## config.mk

```make
export PLATFORM = sky130hd
export DESIGN_NAME = ber_tlv_frame_extractor
export DESIGN_NICKNAME = d
export VERILOG_FILES = /design/src/rtl/btlv_pkg.sv /design/src/rtl/btlv_in_reg.sv /design/src/rtl/btlv_parser.sv /design/src/rtl/btlv_out_buf.sv /design/src/rtl/ber_tlv_frame_extractor.sv
export VERILOG_INCLUDE_DIRS = /design/src /design/src/rtl
export SDC_FILE = /design/constraint.sdc
export NUM_CORES = 1
export LEC_CHECK = 0
export BUFFER_PORTS_ARGS = -buffer_cell sky130_fd_sc_hd__buf_2
export CAP_MARGIN = 20
export CELL_PAD_IN_SITES_DETAIL_PLACEMENT = 1
export CELL_PAD_IN_SITES_GLOBAL_PLACEMENT = 1
export CORE_AREA = 2 2 116 118
export CTS_BUF_LIST = sky130_fd_sc_hd__clkbuf_2 sky130_fd_sc_hd__clkbuf_4 sky130_fd_sc_hd__clkbuf_8
export DETAILED_ROUTE_END_ITERATION = 8
export DIE_AREA = 0 0 118 120
export PLACE_DENSITY = 0.86
export SLEW_MARGIN = 5
export SYNTH_ARGS = -nofsm -noshare
export SYNTH_HDL_FRONTEND = slang
export SYNTH_SLANG_ARGS = --single-unit
```

## constraint.sdc

```tcl
create_clock -name clk -period 11.4 [get_ports clk]
set_clock_uncertainty 0.1 [all_clocks]
set_input_delay 0.57 -clock clk [delete_from_list [all_inputs] [get_ports clk]]
set_output_delay 0.57 -clock clk [all_outputs]
set_load 0.1 [all_outputs]
```

## src/rtl/ber_tlv_frame_extractor_assert.svh

```systemverilog
// assertion helpers, sampled on clk; BTLV_ASSERT is masked while rst is high
`ifndef BER_TLV_FRAME_EXTRACTOR_ASSERT_SVH
`define BER_TLV_FRAME_EXTRACTOR_ASSERT_SVH

// property that must hold at every edge outside reset
`define BTLV_ASSERT(lbl, prop, msg) \
  lbl: assert property (@(posedge clk) disable iff (rst) (prop)) \
    else $error(msg);

// property that must hold at every edge, reset included
`define BTLV_ASSERT_ALWAYS(lbl, prop, msg) \
  lbl: assert property (@(posedge clk) (prop)) \
    else $error(msg);

`endif

```

## src/rtl/btlv_pkg.sv

```systemverilog
package btlv_pkg;

  localparam int LENGTH_BITS = 16;

  localparam logic [7:0]  TAG_BYTE         = 8'h60;
  localparam logic [15:0] MAX_LENGTH_RESET = 16'd1000;

  localparam logic [1:0] KIND_DATA     = 2'd0;
  localparam logic [1:0] KIND_LAST     = 2'd1;
  localparam logic [1:0] KIND_TOO_LONG = 2'd2;
  localparam logic [1:0] KIND_EMPTY    = 2'd3;

  typedef enum logic [1:0] {
    PH_HUNT = 2'd0,
    PH_LEN  = 2'd1,
    PH_DATA = 2'd2
  } phase_t;

  typedef struct packed {
    logic [1:0]  kind;
    logic [7:0]  data;
    logic [15:0] index;
  } result_t;

endpackage

```

## src/rtl/btlv_in_reg.sv

```systemverilog
module btlv_in_reg (
  input  logic       clk,
  input  logic       rst,
  input  logic       s_tvalid,
  output logic       s_tready,
  input  logic [7:0] s_tdata,   // [7:0] in_byte
  input  logic       consume,
  output logic       byte_valid,
  output logic [7:0] byte_q
);

  logic valid_q;

  // the held item can be replaced in the same cycle it is consumed
  assign s_tready   = !valid_q || consume;
  assign byte_valid = valid_q;

  always_ff @(posedge clk) begin
    if (rst) begin
      valid_q <= 1'b0;
    end else if (s_tvalid && s_tready) begin
      valid_q <= 1'b1;
    end else if (consume) begin
      valid_q <= 1'b0;
    end
  end

  always_ff @(posedge clk) begin
    if (s_tvalid && s_tready) begin
      byte_q <= s_tdata;
    end
  end

endmodule

```

## src/rtl/btlv_parser.sv

```systemverilog
`include "ber_tlv_frame_extractor_assert.svh"

module btlv_parser (
  input  logic                clk,
  input  logic                rst,
  input  logic                cfg_we,
  input  logic [15:0]         cfg_data,
  input  logic                byte_valid,
  input  logic [7:0]          byte_q,
  input  logic                out_ready,
  output logic                consume,
  output logic                res_valid,
  output btlv_pkg::result_t   res
);

  localparam int LB = btlv_pkg::LENGTH_BITS;

  btlv_pkg::phase_t phase, phase_next;
  logic [6:0]    length_bytes_left, length_bytes_left_next;
  logic [LB-1:0] payload_left, payload_left_next;
  logic [15:0]   payload_position, payload_position_next;
  logic [15:0]   max_length;

  logic [LB-1:0] acc;
  logic [6:0]    lbl_dec;
  logic [LB-1:0] left_dec;
  logic          acc_too_long;
  logic          acc_zero;

  assign consume = byte_valid && out_ready;

  // big-endian accumulate, wrapping at the length width
  assign acc          = {payload_left[LB-9:0], byte_q};
  assign lbl_dec      = length_bytes_left - 7'd1;
  assign left_dec     = payload_left - {{(LB-1){1'b0}}, 1'b1};
  assign acc_too_long = acc >= max_length;
  assign acc_zero     = acc == '0;

  always_comb begin
    phase_next             = phase;
    length_bytes_left_next = length_bytes_left;
    payload_left_next      = payload_left;
    payload_position_next  = payload_position;
    unique case (phase)
      btlv_pkg::PH_LEN: begin
        if (length_bytes_left == 7'd0) begin
          if (!byte_q[7]) begin
            payload_left_next     = {{(LB-8){1'b0}}, byte_q};
            payload_position_next = '0;
            phase_next = (byte_q == 8'd0) ? btlv_pkg::PH_HUNT : btlv_pkg::PH_DATA;
          end else begin
            // a count of zero leaves us reading a fresh first length byte
            length_bytes_left_next = byte_q[6:0];
            payload_left_next      = '0;
          end
        end else begin
          length_bytes_left_next = lbl_dec;
          if (lbl_dec != 7'd0) begin
            payload_left_next = acc;
          end else if (acc_too_long || acc_zero) begin
            phase_next        = btlv_pkg::PH_HUNT;
            payload_left_next = '0;
          end else begin
            phase_next            = btlv_pkg::PH_DATA;
            payload_left_next     = acc;
            payload_position_next = '0;
          end
        end
      end
      btlv_pkg::PH_DATA: begin
        if (left_dec == '0) begin
          phase_next            = btlv_pkg::PH_HUNT;
          payload_left_next     = '0;
          payload_position_next = '0;
        end else begin
          payload_left_next     = left_dec;
          payload_position_next = payload_position + 16'd1;
        end
      end
      default: begin
        length_bytes_left_next = '0;
        payload_left_next      = '0;
        payload_position_next  = '0;
        phase_next = (byte_q == btlv_pkg::TAG_BYTE) ? btlv_pkg::PH_LEN : btlv_pkg::PH_HUNT;
      end
    endcase
  end

  always_comb begin
    res_valid = 1'b0;
    res.kind  = btlv_pkg::KIND_DATA;
    res.data  = 8'd0;
    res.index = 16'd0;
    unique case (phase)
      btlv_pkg::PH_LEN: begin
        if (length_bytes_left == 7'd0) begin
          if (byte_q == 8'd0) begin
            res_valid = consume;
            res.kind  = btlv_pkg::KIND_EMPTY;
          end
        end else if (lbl_dec == 7'd0) begin
          if (acc_too_long) begin
            res_valid = consume;
            res.kind  = btlv_pkg::KIND_TOO_LONG;
          end else if (acc_zero) begin
            res_valid = consume;
            res.kind  = btlv_pkg::KIND_EMPTY;
          end
        end
      end
      btlv_pkg::PH_DATA: begin
        res_valid = consume;
        res.kind  = (left_dec == '0) ? btlv_pkg::KIND_LAST : btlv_pkg::KIND_DATA;
        res.data  = byte_q;
        res.index = payload_position;
      end
      default: begin
        res_valid = 1'b0;
      end
    endcase
  end

  always_ff @(posedge clk) begin
    if (rst) begin
      phase             <= btlv_pkg::PH_HUNT;
      length_bytes_left <= '0;
      payload_left      <= '0;
      payload_position  <= '0;
    end else if (consume) begin
      phase             <= phase_next;
      length_bytes_left <= length_bytes_left_next;
      payload_left      <= payload_left_next;
      payload_position  <= payload_position_next;
    end
  end

  always_ff @(posedge clk) begin
    if (rst) begin
      max_length <= btlv_pkg::MAX_LENGTH_RESET;
    end else if (cfg_we) begin
      max_length <= cfg_data;
    end
  end

  `BTLV_ASSERT(a_data_has_bytes, (phase == btlv_pkg::PH_DATA) |-> (payload_left != '0), "payload phase with nothing left")
  `BTLV_ASSERT(a_count_only_in_len, (phase != btlv_pkg::PH_LEN) |-> (length_bytes_left == 7'd0), "length byte count outside length phase")
  `BTLV_ASSERT(a_result_needs_byte, res_valid |-> (byte_valid && out_ready), "result without a consumed byte")

endmodule

```

## src/rtl/btlv_out_buf.sv

```systemverilog
`include "ber_tlv_frame_extractor_assert.svh"

module btlv_out_buf (
  input  logic              clk,
  input  logic              rst,
  input  logic              res_valid,
  input  btlv_pkg::result_t res,
  output logic              out_ready,
  output logic              m_tvalid,
  input  logic              m_tready,
  output logic [23:0]       m_tdata,  // [7:0] data_byte, [23:8] byte_index
  output logic [1:0]        m_tuser   // [1:0] result_kind
);

  btlv_pkg::result_t e0, e1;
  logic [1:0] count, count_next;
  logic push, pop;

  assign out_ready = count != 2'd2;
  assign m_tvalid  = count != 2'd0;
  assign m_tdata   = {e0.index, e0.data};
  assign m_tuser   = e0.kind;
  assign push      = res_valid;
  assign pop       = m_tvalid && m_tready;

  always_comb begin
    count_next = count;
    if (push && !pop) begin
      count_next = count + 2'd1;
    end else if (pop && !push) begin
      count_next = count - 2'd1;
    end
  end

  always_ff @(posedge clk) begin
    if (rst) begin
      count <= 2'd0;
    end else begin
      count <= count_next;
    end
  end

  // two entries, head always in e0
  always_ff @(posedge clk) begin
    if (pop) begin
      if (count == 2'd2) begin
        e0 <= e1;
      end else if (push) begin
        e0 <= res;
      end
    end else if (push) begin
      if (count == 2'd0) begin
        e0 <= res;
      end else begin
        e1 <= res;
      end
    end
  end

  `BTLV_ASSERT(a_count_range, count != 2'd3, "output buffer count out of range")
  `BTLV_ASSERT(a_no_push_full, push |-> (count != 2'd2), "item pushed into full output buffer")
  `BTLV_ASSERT(a_drain, (pop && !push && count == 2'd1) |=> (count == 2'd0), "output buffer failed to drain")

endmodule

```

## src/rtl/ber_tlv_frame_extractor.sv

```systemverilog
// BER-TLV frame extractor
// s_* takes one stream byte per item in s_tdata[7:0]. The block hunts for
// the tag 0x60, reads a short or long form BER length, then passes the
// payload out on m_*: m_tuser holds the result kind (payload byte, final
// payload byte, frame too long, empty frame), m_tdata holds the payload
// byte and its index within the frame (both zero for the error kinds).
// Bytes outside a frame give no result.
// cfg_we/cfg_data write max_length; long-form lengths at or above it are
// rejected. Write it only while the block is idle.
// An accepted byte is held in the input register and parsed out of it; its
// result enters the output buffer when the parser consumes the byte, which
// waits while the output buffer is full. m_tvalid is high while it holds an item.
// Throughput: one byte per cycle while the output buffer has room.
// Reset (rst, synchronous) returns to hunting, empties both buffers and
// sets max_length to 1000.
// When m_tready is low the two-entry output buffer fills, then the parser
// stops consuming and s_tready drops once the input register is full.
module ber_tlv_frame_extractor (
  input  logic        clk,
  input  logic        rst,
  input  logic        s_tvalid,
  output logic        s_tready,
  input  logic [7:0]  s_tdata,   // [7:0] in_byte
  output logic        m_tvalid,
  input  logic        m_tready,
  output logic [23:0] m_tdata,   // [7:0] data_byte, [23:8] byte_index
  output logic [1:0]  m_tuser,   // [1:0] result_kind
  input  logic        cfg_we,
  input  logic [15:0] cfg_data
);

  logic              consume;
  logic              byte_valid;
  logic [7:0]        byte_q;
  logic              out_ready;
  logic              res_valid;
  btlv_pkg::result_t res;

  btlv_in_reg u_in_reg (
    .clk        (clk),
    .rst        (rst),
    .s_tvalid   (s_tvalid),
    .s_tready   (s_tready),
    .s_tdata    (s_tdata),
    .consume    (consume),
    .byte_valid (byte_valid),
    .byte_q     (byte_q)
  );

  btlv_parser u_parser (
    .clk        (clk),
    .rst        (rst),
    .cfg_we     (cfg_we),
    .cfg_data   (cfg_data),
    .byte_valid (byte_valid),
    .byte_q     (byte_q),
    .out_ready  (out_ready),
    .consume    (consume),
    .res_valid  (res_valid),
    .res        (res)
  );

  btlv_out_buf u_out_buf (
    .clk       (clk),
    .rst       (rst),
    .res_valid (res_valid),
    .res       (res),
    .out_ready (out_ready),
    .m_tvalid  (m_tvalid),
    .m_tready  (m_tready),
    .m_tdata   (m_tdata),
    .m_tuser   (m_tuser)
  );

endmodule

```

# Yosys cells after proc, flatten, opt, wreduce, memory -nomap -nowiden
# Index checks and enable logic that the tools add are counted.
op_classes:
  n_addsub: 5
  magnitude_cmp: 1
  eq_ne: 10
  mux: 46
  bitwise_logic: 3
  n_reduce_logical: 28
ops:
  columns: ["op", "n"]
  rows:
  - ["2-to-1 mux 16 bit", 9]
  - ["2-to-1 mux 26 bit", 5]
  - ["one-hot mux 16 bit (2 select lines)", 2]
  - ["logical NOT 16 bit", 2]
  - ["2-to-1 mux 2 bit", 13]
  - ["2-to-1 mux 24 bit", 1]
  - ["2-to-1 mux 7 bit", 3]
  - ["adder 16 x 1 -> 16 bit (second input constant)", 1]
  - ["greater-or-equal comparator 16 bit", 1]
  - ["subtractor 16 x 1 -> 16 bit (second input constant)", 1]
  - ["logical NOT 7 bit", 2]
  - ["one-hot mux 7 bit (2 select lines)", 1]
  - ["!= test 3 bit (second input constant)", 4]
  - ["nonzero test 2 bit", 6]
  - ["2-to-1 mux 1 bit", 9]
  - ["AND reduction 3 bit", 3]
  - ["equality test 8 x 7 -> 1 bit (second input constant)", 1]
  - ["logical NOT 8 bit", 1]
  - ["one-hot mux 2 bit (2 select lines)", 2]
  - ["AND reduction 4 bit", 2]
  - ["nonzero test 7 bit", 1]
  - ["subtractor 7 x 1 -> 7 bit (second input constant)", 1]
  - ["logical AND 1 bit", 5]
  - ["equality test 2 bit (second input constant)", 2]
  - ["other kinds (10)", 15]
word_totals:
  register_bits: 120
  out_inout_bits: 28

# Logic depth before layout (Yosys ltp)
logic_depth:
  depth_word: 11
  ltp_mapped: 15

# By module
# Synthesis repeated with hierarchy kept, for this count alone.
hier_totals:
  cells_unflattened: 588
  area_unflattened_um2: 6139.6
modules_own_cells:
  columns: ["module", "instances", "cells_each", "area_each_um2", "seq_area_each_um2"]
  rows:
  - ["btlv_parser", 1, 478, 3734.8, 1141.1]
  - ["btlv_out_buf", 1, 97, 2109.5, 1601.5]
  - ["btlv_in_reg", 1, 13, 295.3, 260.2]

# Least setup slack after synthesis
# No wires, ideal clock.
synth_path:
  kind: "register -> register"
  startpoint: "register u_parser.payload_left[7]"
  endpoint: "register u_out_buf.e1[0] in the netlist's numbering, enable pin"
  setup_ns: 0.442
  arrival_ns: 3.756
  required_ns: 10.858
  path_slack_ns: 7.102
  stages_incl_launch_ff: 10
  cell_sequence: "dfxtp_1 > ha_1 > nand4_1 > nor3_1 > o21ai_0 > and4_1 > buf_6 > a21oi_1 > o21ai_0 > nor3_1"
synth_between:
  elab_chain_cells: 7
  elab_cells_between_ends: 8
  cone_classes: "order compare: 1; mux: 5; reduce/logical: 2"
synth_rtl:
  columns: ["element", "line_no", "rtl"]
  rows:
  - ["from (decl)", "btlv_parser.sv:20", "logic [LB-1:0] payload_left, payload_left_next;"]
  - ["from (signal assigned)", "btlv_parser.sv:132", "payload_left <= payload_left_next;"]
  - ["parallel branches: the longest is 2 deep, another holds greater-or-equal comparator 16 bit", null, null]
  - ["2-to-1 mux 1 bit (*)", "btlv_parser.sv:102", "if (acc_too_long) begin"]
  - ["2-to-1 mux 1 bit (*)", "btlv_parser.sv:101", "end else if (lbl_dec == 7'd0) begin"]
  - ["2-to-1 mux 1 bit (*)", "btlv_parser.sv:96", "if (length_bytes_left == 7'd0) begin"]
  - ["one-hot mux 1 bit (2 select lines) (*)", "btlv_parser.sv:94", "unique case (phase)"]
  - ["AND reduction 3 bit (no line) (*)", null, null]
  - ["to (signal assigned)", "btlv_out_buf.sv:55", "e1 <= res;"]
  - ["to (decl)", "btlv_out_buf.sv:15", "btlv_pkg::result_t e0, e1;"]
# Mark *: on every way between the ends.
# A chain may end at the register's enable or synchronous reset.

# Final worst setup path
layout_path:
  startpoint: "register u_parser.payload_left[0]"
  endpoint: "register u_parser.payload_position[14]"
layout_between:
  elab_chain_cells: 4
  elab_cells_between_ends: 9
  cone_classes: "add/sub: 1; order compare: 1; eq/ne: 1; mux: 2; reduce/logical: 4"
layout_rtl:
  columns: ["element", "line_no", "rtl"]
  rows:
  - ["subtractor 16 x 1 -> 16 bit, or another cell as far along", "btlv_parser.sv:35", "assign left_dec = payload_left - {{(LB-1){1'b0}}, 1'b1};"]
  - ["logical NOT 16 bit / logical OR 1 bit (equally long branches)", "btlv_parser.sv:71, btlv_parser.sv:60", null]
  - ["2-to-1 mux 16 bit / != test 3 bit (equally long branches)", null, null]
  - ["one-hot mux 16 bit (2 select lines) / AND reduction 4 bit (equally long branches)", null, null]
  - ["to (signal assigned)", "btlv_parser.sv:133", "payload_position <= payload_position_next;"]
  - ["to (decl)", "btlv_parser.sv:21", "logic [15:0] payload_position, payload_position_next;"]
# Parallel ways exist; a longest one is shown, timed or not.

==> results.json <==
{
  "ys_warn_count": 0,
  "insertedDiodeCount": 0,
  "first_iter_violations": 334,
  "hold_viol_final": 0,
  "required_ns": 11.66,
  "die_area_um2": 14200,
  "hp-class": "in2reg",
  "synth_area_leaders": "edfxtp_1 29%, dfxtp_1 19%, ha_1 5.2%",
  "max_freq_mhz": 257,
  "postCtsSetupRepairBufs": 0,
  "synth_nets": 668,
  "ys.flop_type": "edfxtp_1",
  "boundaryPins": 57,
  "outcome": "complete, no violations",
  "avgViaCountPerCell": 5.98,
  "fillers": 1468,
  "core_um2": 13000,
  "area_growth_pct": 13.0,
  "post-place-ws_ns": 7.65,
  "fp.dieW_um": 118,
  "port_buffers": 56,
  "clock_path_buffers": 2,
  "finalSetupViolations": 0,
  "ys_types": 64,
  "layout-drive-gt1-share": 0.198,
  "worst_pin_slew_ns": 1.06,
  "multi_input_area_um2": 2970,
  "clock_latency_ns": 0.46,
  "synth-seq-cells": 120,
  "grtUsageTotal": 0.253,
  "crit_type": "reg2reg",
  "cp-start-kind": "register",
  "slew_viol_final": 0,
  "h-tree-depth": 4,
  "min_period_over_period": 0.341,
  "drv_cap": 0,
  "rsz0062_at_grt": "no",
  "p_leak_nw": 2.59,
  "grt_first_pass_wirelength_um": 27800,
  "wl_per_cell_um": 20.2,
  "first_global_vias": 5335,
  "clk_pin_slew_ns": 0.07,
  "power.density_nw_per_um2": 135,
  "synth-edff-count": 60,
  "cts-resized-gates": 0,
  "fin_tns_setup_ns": 0,
  "synth_top_cell_area_share": 0.290,
  "hpwl_um": 12300,
  "ir_drop_uv": 83.0,
  "place_congestion": 0.921,
  "initial_core_util": 0.479,
  "cts_hold_buf": 0,
  "ff_latch_area_um2": 3000,
  "slew_headroom": 0.290,
  "totalWireLength_um": 17200,
  "cts_sinks": 120,
  "detail-route-antenna-nets": 0,
  "r2r_slack_ns": 7.51,
  "overflow": 0,
  "async_flop_share": 0,
  "synth.avg_cell_area_um2": 10.1,
  "yosysTopAreaCell": "edfxtp_1",
  "root_buffer": "clkbuf_8",
  "grt_max_degree": 40,
  "arrival_ns": 4.15,
  "fin_nets": 718,
  "synthCells": 613,
  "die_h_um": 120,
  "drt_drc_violations_left": 0,
  "timing.hold.ws_ns": 0.180,
  "fin_area_um2": 7030,
  "via_count": 5095,
  "drtPass1Iterations": 6,
  "ys_seq_area_frac": 0.483,
  "min_period_ns": 3.89,
  "place_area_um2": 6630,
  "cts_tree": "built",
  "grt_antenna_before_repair": 1,
  "path_max_fanout": 14,
  "synth.cell_area_um2": 6220,
  "row_count": 42,
  "finish.utilization": 0.542,
  "cts_inserted_buffers": 17,
  "end_kind": "register",
  "finalWorstSetupSlack_ns": 7.51,
  "synth_top_cells_by_count": "60 x dfxtp_1, 60 x edfxtp_1, 56 x nand2_1"
}
[cells by family after synthesis]
family                   after synthesis  share of synthesized area
buffers and inverters                 63                     0.0420
AO/OA/AOI/OAI                        134                      0.147
XOR/XNOR                              16                     0.0225
flip-flops                           120                      0.483
adder cells (fa/ha/maj)               26                     0.0523
multiplexers                          35                     0.0613
AND/OR/NAND/NOR                      219                      0.192
[placed cells by master (no fill, tap or decap), types with 13 or more instances in the layout]
cell      instances
a21oi_1          36
a32oi_1          13
and2_1           29
buf_2            56
clkbuf_8         17
dfxtp_1          60
edfxtp_1         60
ha_1             26
inv_1            30
mux2_2           25
nand2_1          56
nand4_1          18
nor2_1           39
o21ai_0          24
o31ai_1          14
or4_1            13
[per-layer routing]
layer,global-route usage,wire length (um),up-vias
met1,0.307,7310,2502
met3,0.0665,952,39
met2,0.426,8580,170
met5,0,0,-
li1,-,-,2384
met4,0.110,361,0
[layout make-up]
class	count	area share
Sequential cell	120	0.427
Tap cell	176	0.0313
Timing Repair Buffer	62	0.0491
Clock inverter	14	0.0190
Multi-Input combinational cell	430	0.422
Clock buffer	18	0.0343
Inverter	32	0.0171
[state kept, by name, summed over array words and instances, names as in the netlist]
signal	flops
u_out_buf.e1	26
u_out_buf.m_tdata	24
u_parser.max_length	16
u_parser.payload_left	16
u_parser.payload_position	16
u_in_reg.byte_q	8
u_parser.length_bytes_left	7
u_out_buf.count	2
u_out_buf.m_tuser	2
u_parser.phase	2
u_in_reg.byte_valid	1
[stage by stage]
step	std cells	power, mW
after floorplan	613	0.551
after global placement	819	0.576
after detailed placement	819	0.582
after CTS	851	0.952
after global routing	852	0.977
final	852	0.948
[worst max-delay path, stage by stage, from the launching register on]
cell     delay (ns)
dfxtp_1        0.42
inv_1          0.16
ha_1           0.29
nor3b_2        0.41
nand2_1        0.12
xnor2_1        0.17
nor4_2         0.38
a41oi_2        0.46
o31ai_2        1.00
o21ba_2        0.26
[path summary, 6_finish.rpt]
| path | from | cells after the start | endpoint |
|---|---|---|---|
| max | u_parser.payload_left[0] | 9 | u_parser.payload_position[14] |
| min | s_tdata[4] | 1 | u_in_reg.byte_q[4] |
| max reg2reg | u_parser.payload_left[0] | 9 | u_parser.payload_position[14] |
| min reg2reg | u_parser.payload_position[15] | 2 | u_parser.payload_position[15] |
[power breakdown]
| part | total [mW] | switching, mW | leakage (nW) | internal [mW] |
|---|---|---|---|---|
| Combinational | 0.107 | 0.0703 | 1.38 | 0.0363 |
| Sequential | 0.469 | 0.0102 | 1.03 | 0.459 |
| Clock | 0.372 | 0.179 | 0.180 | 0.193 |
Power figures use the tool's default switching activity.
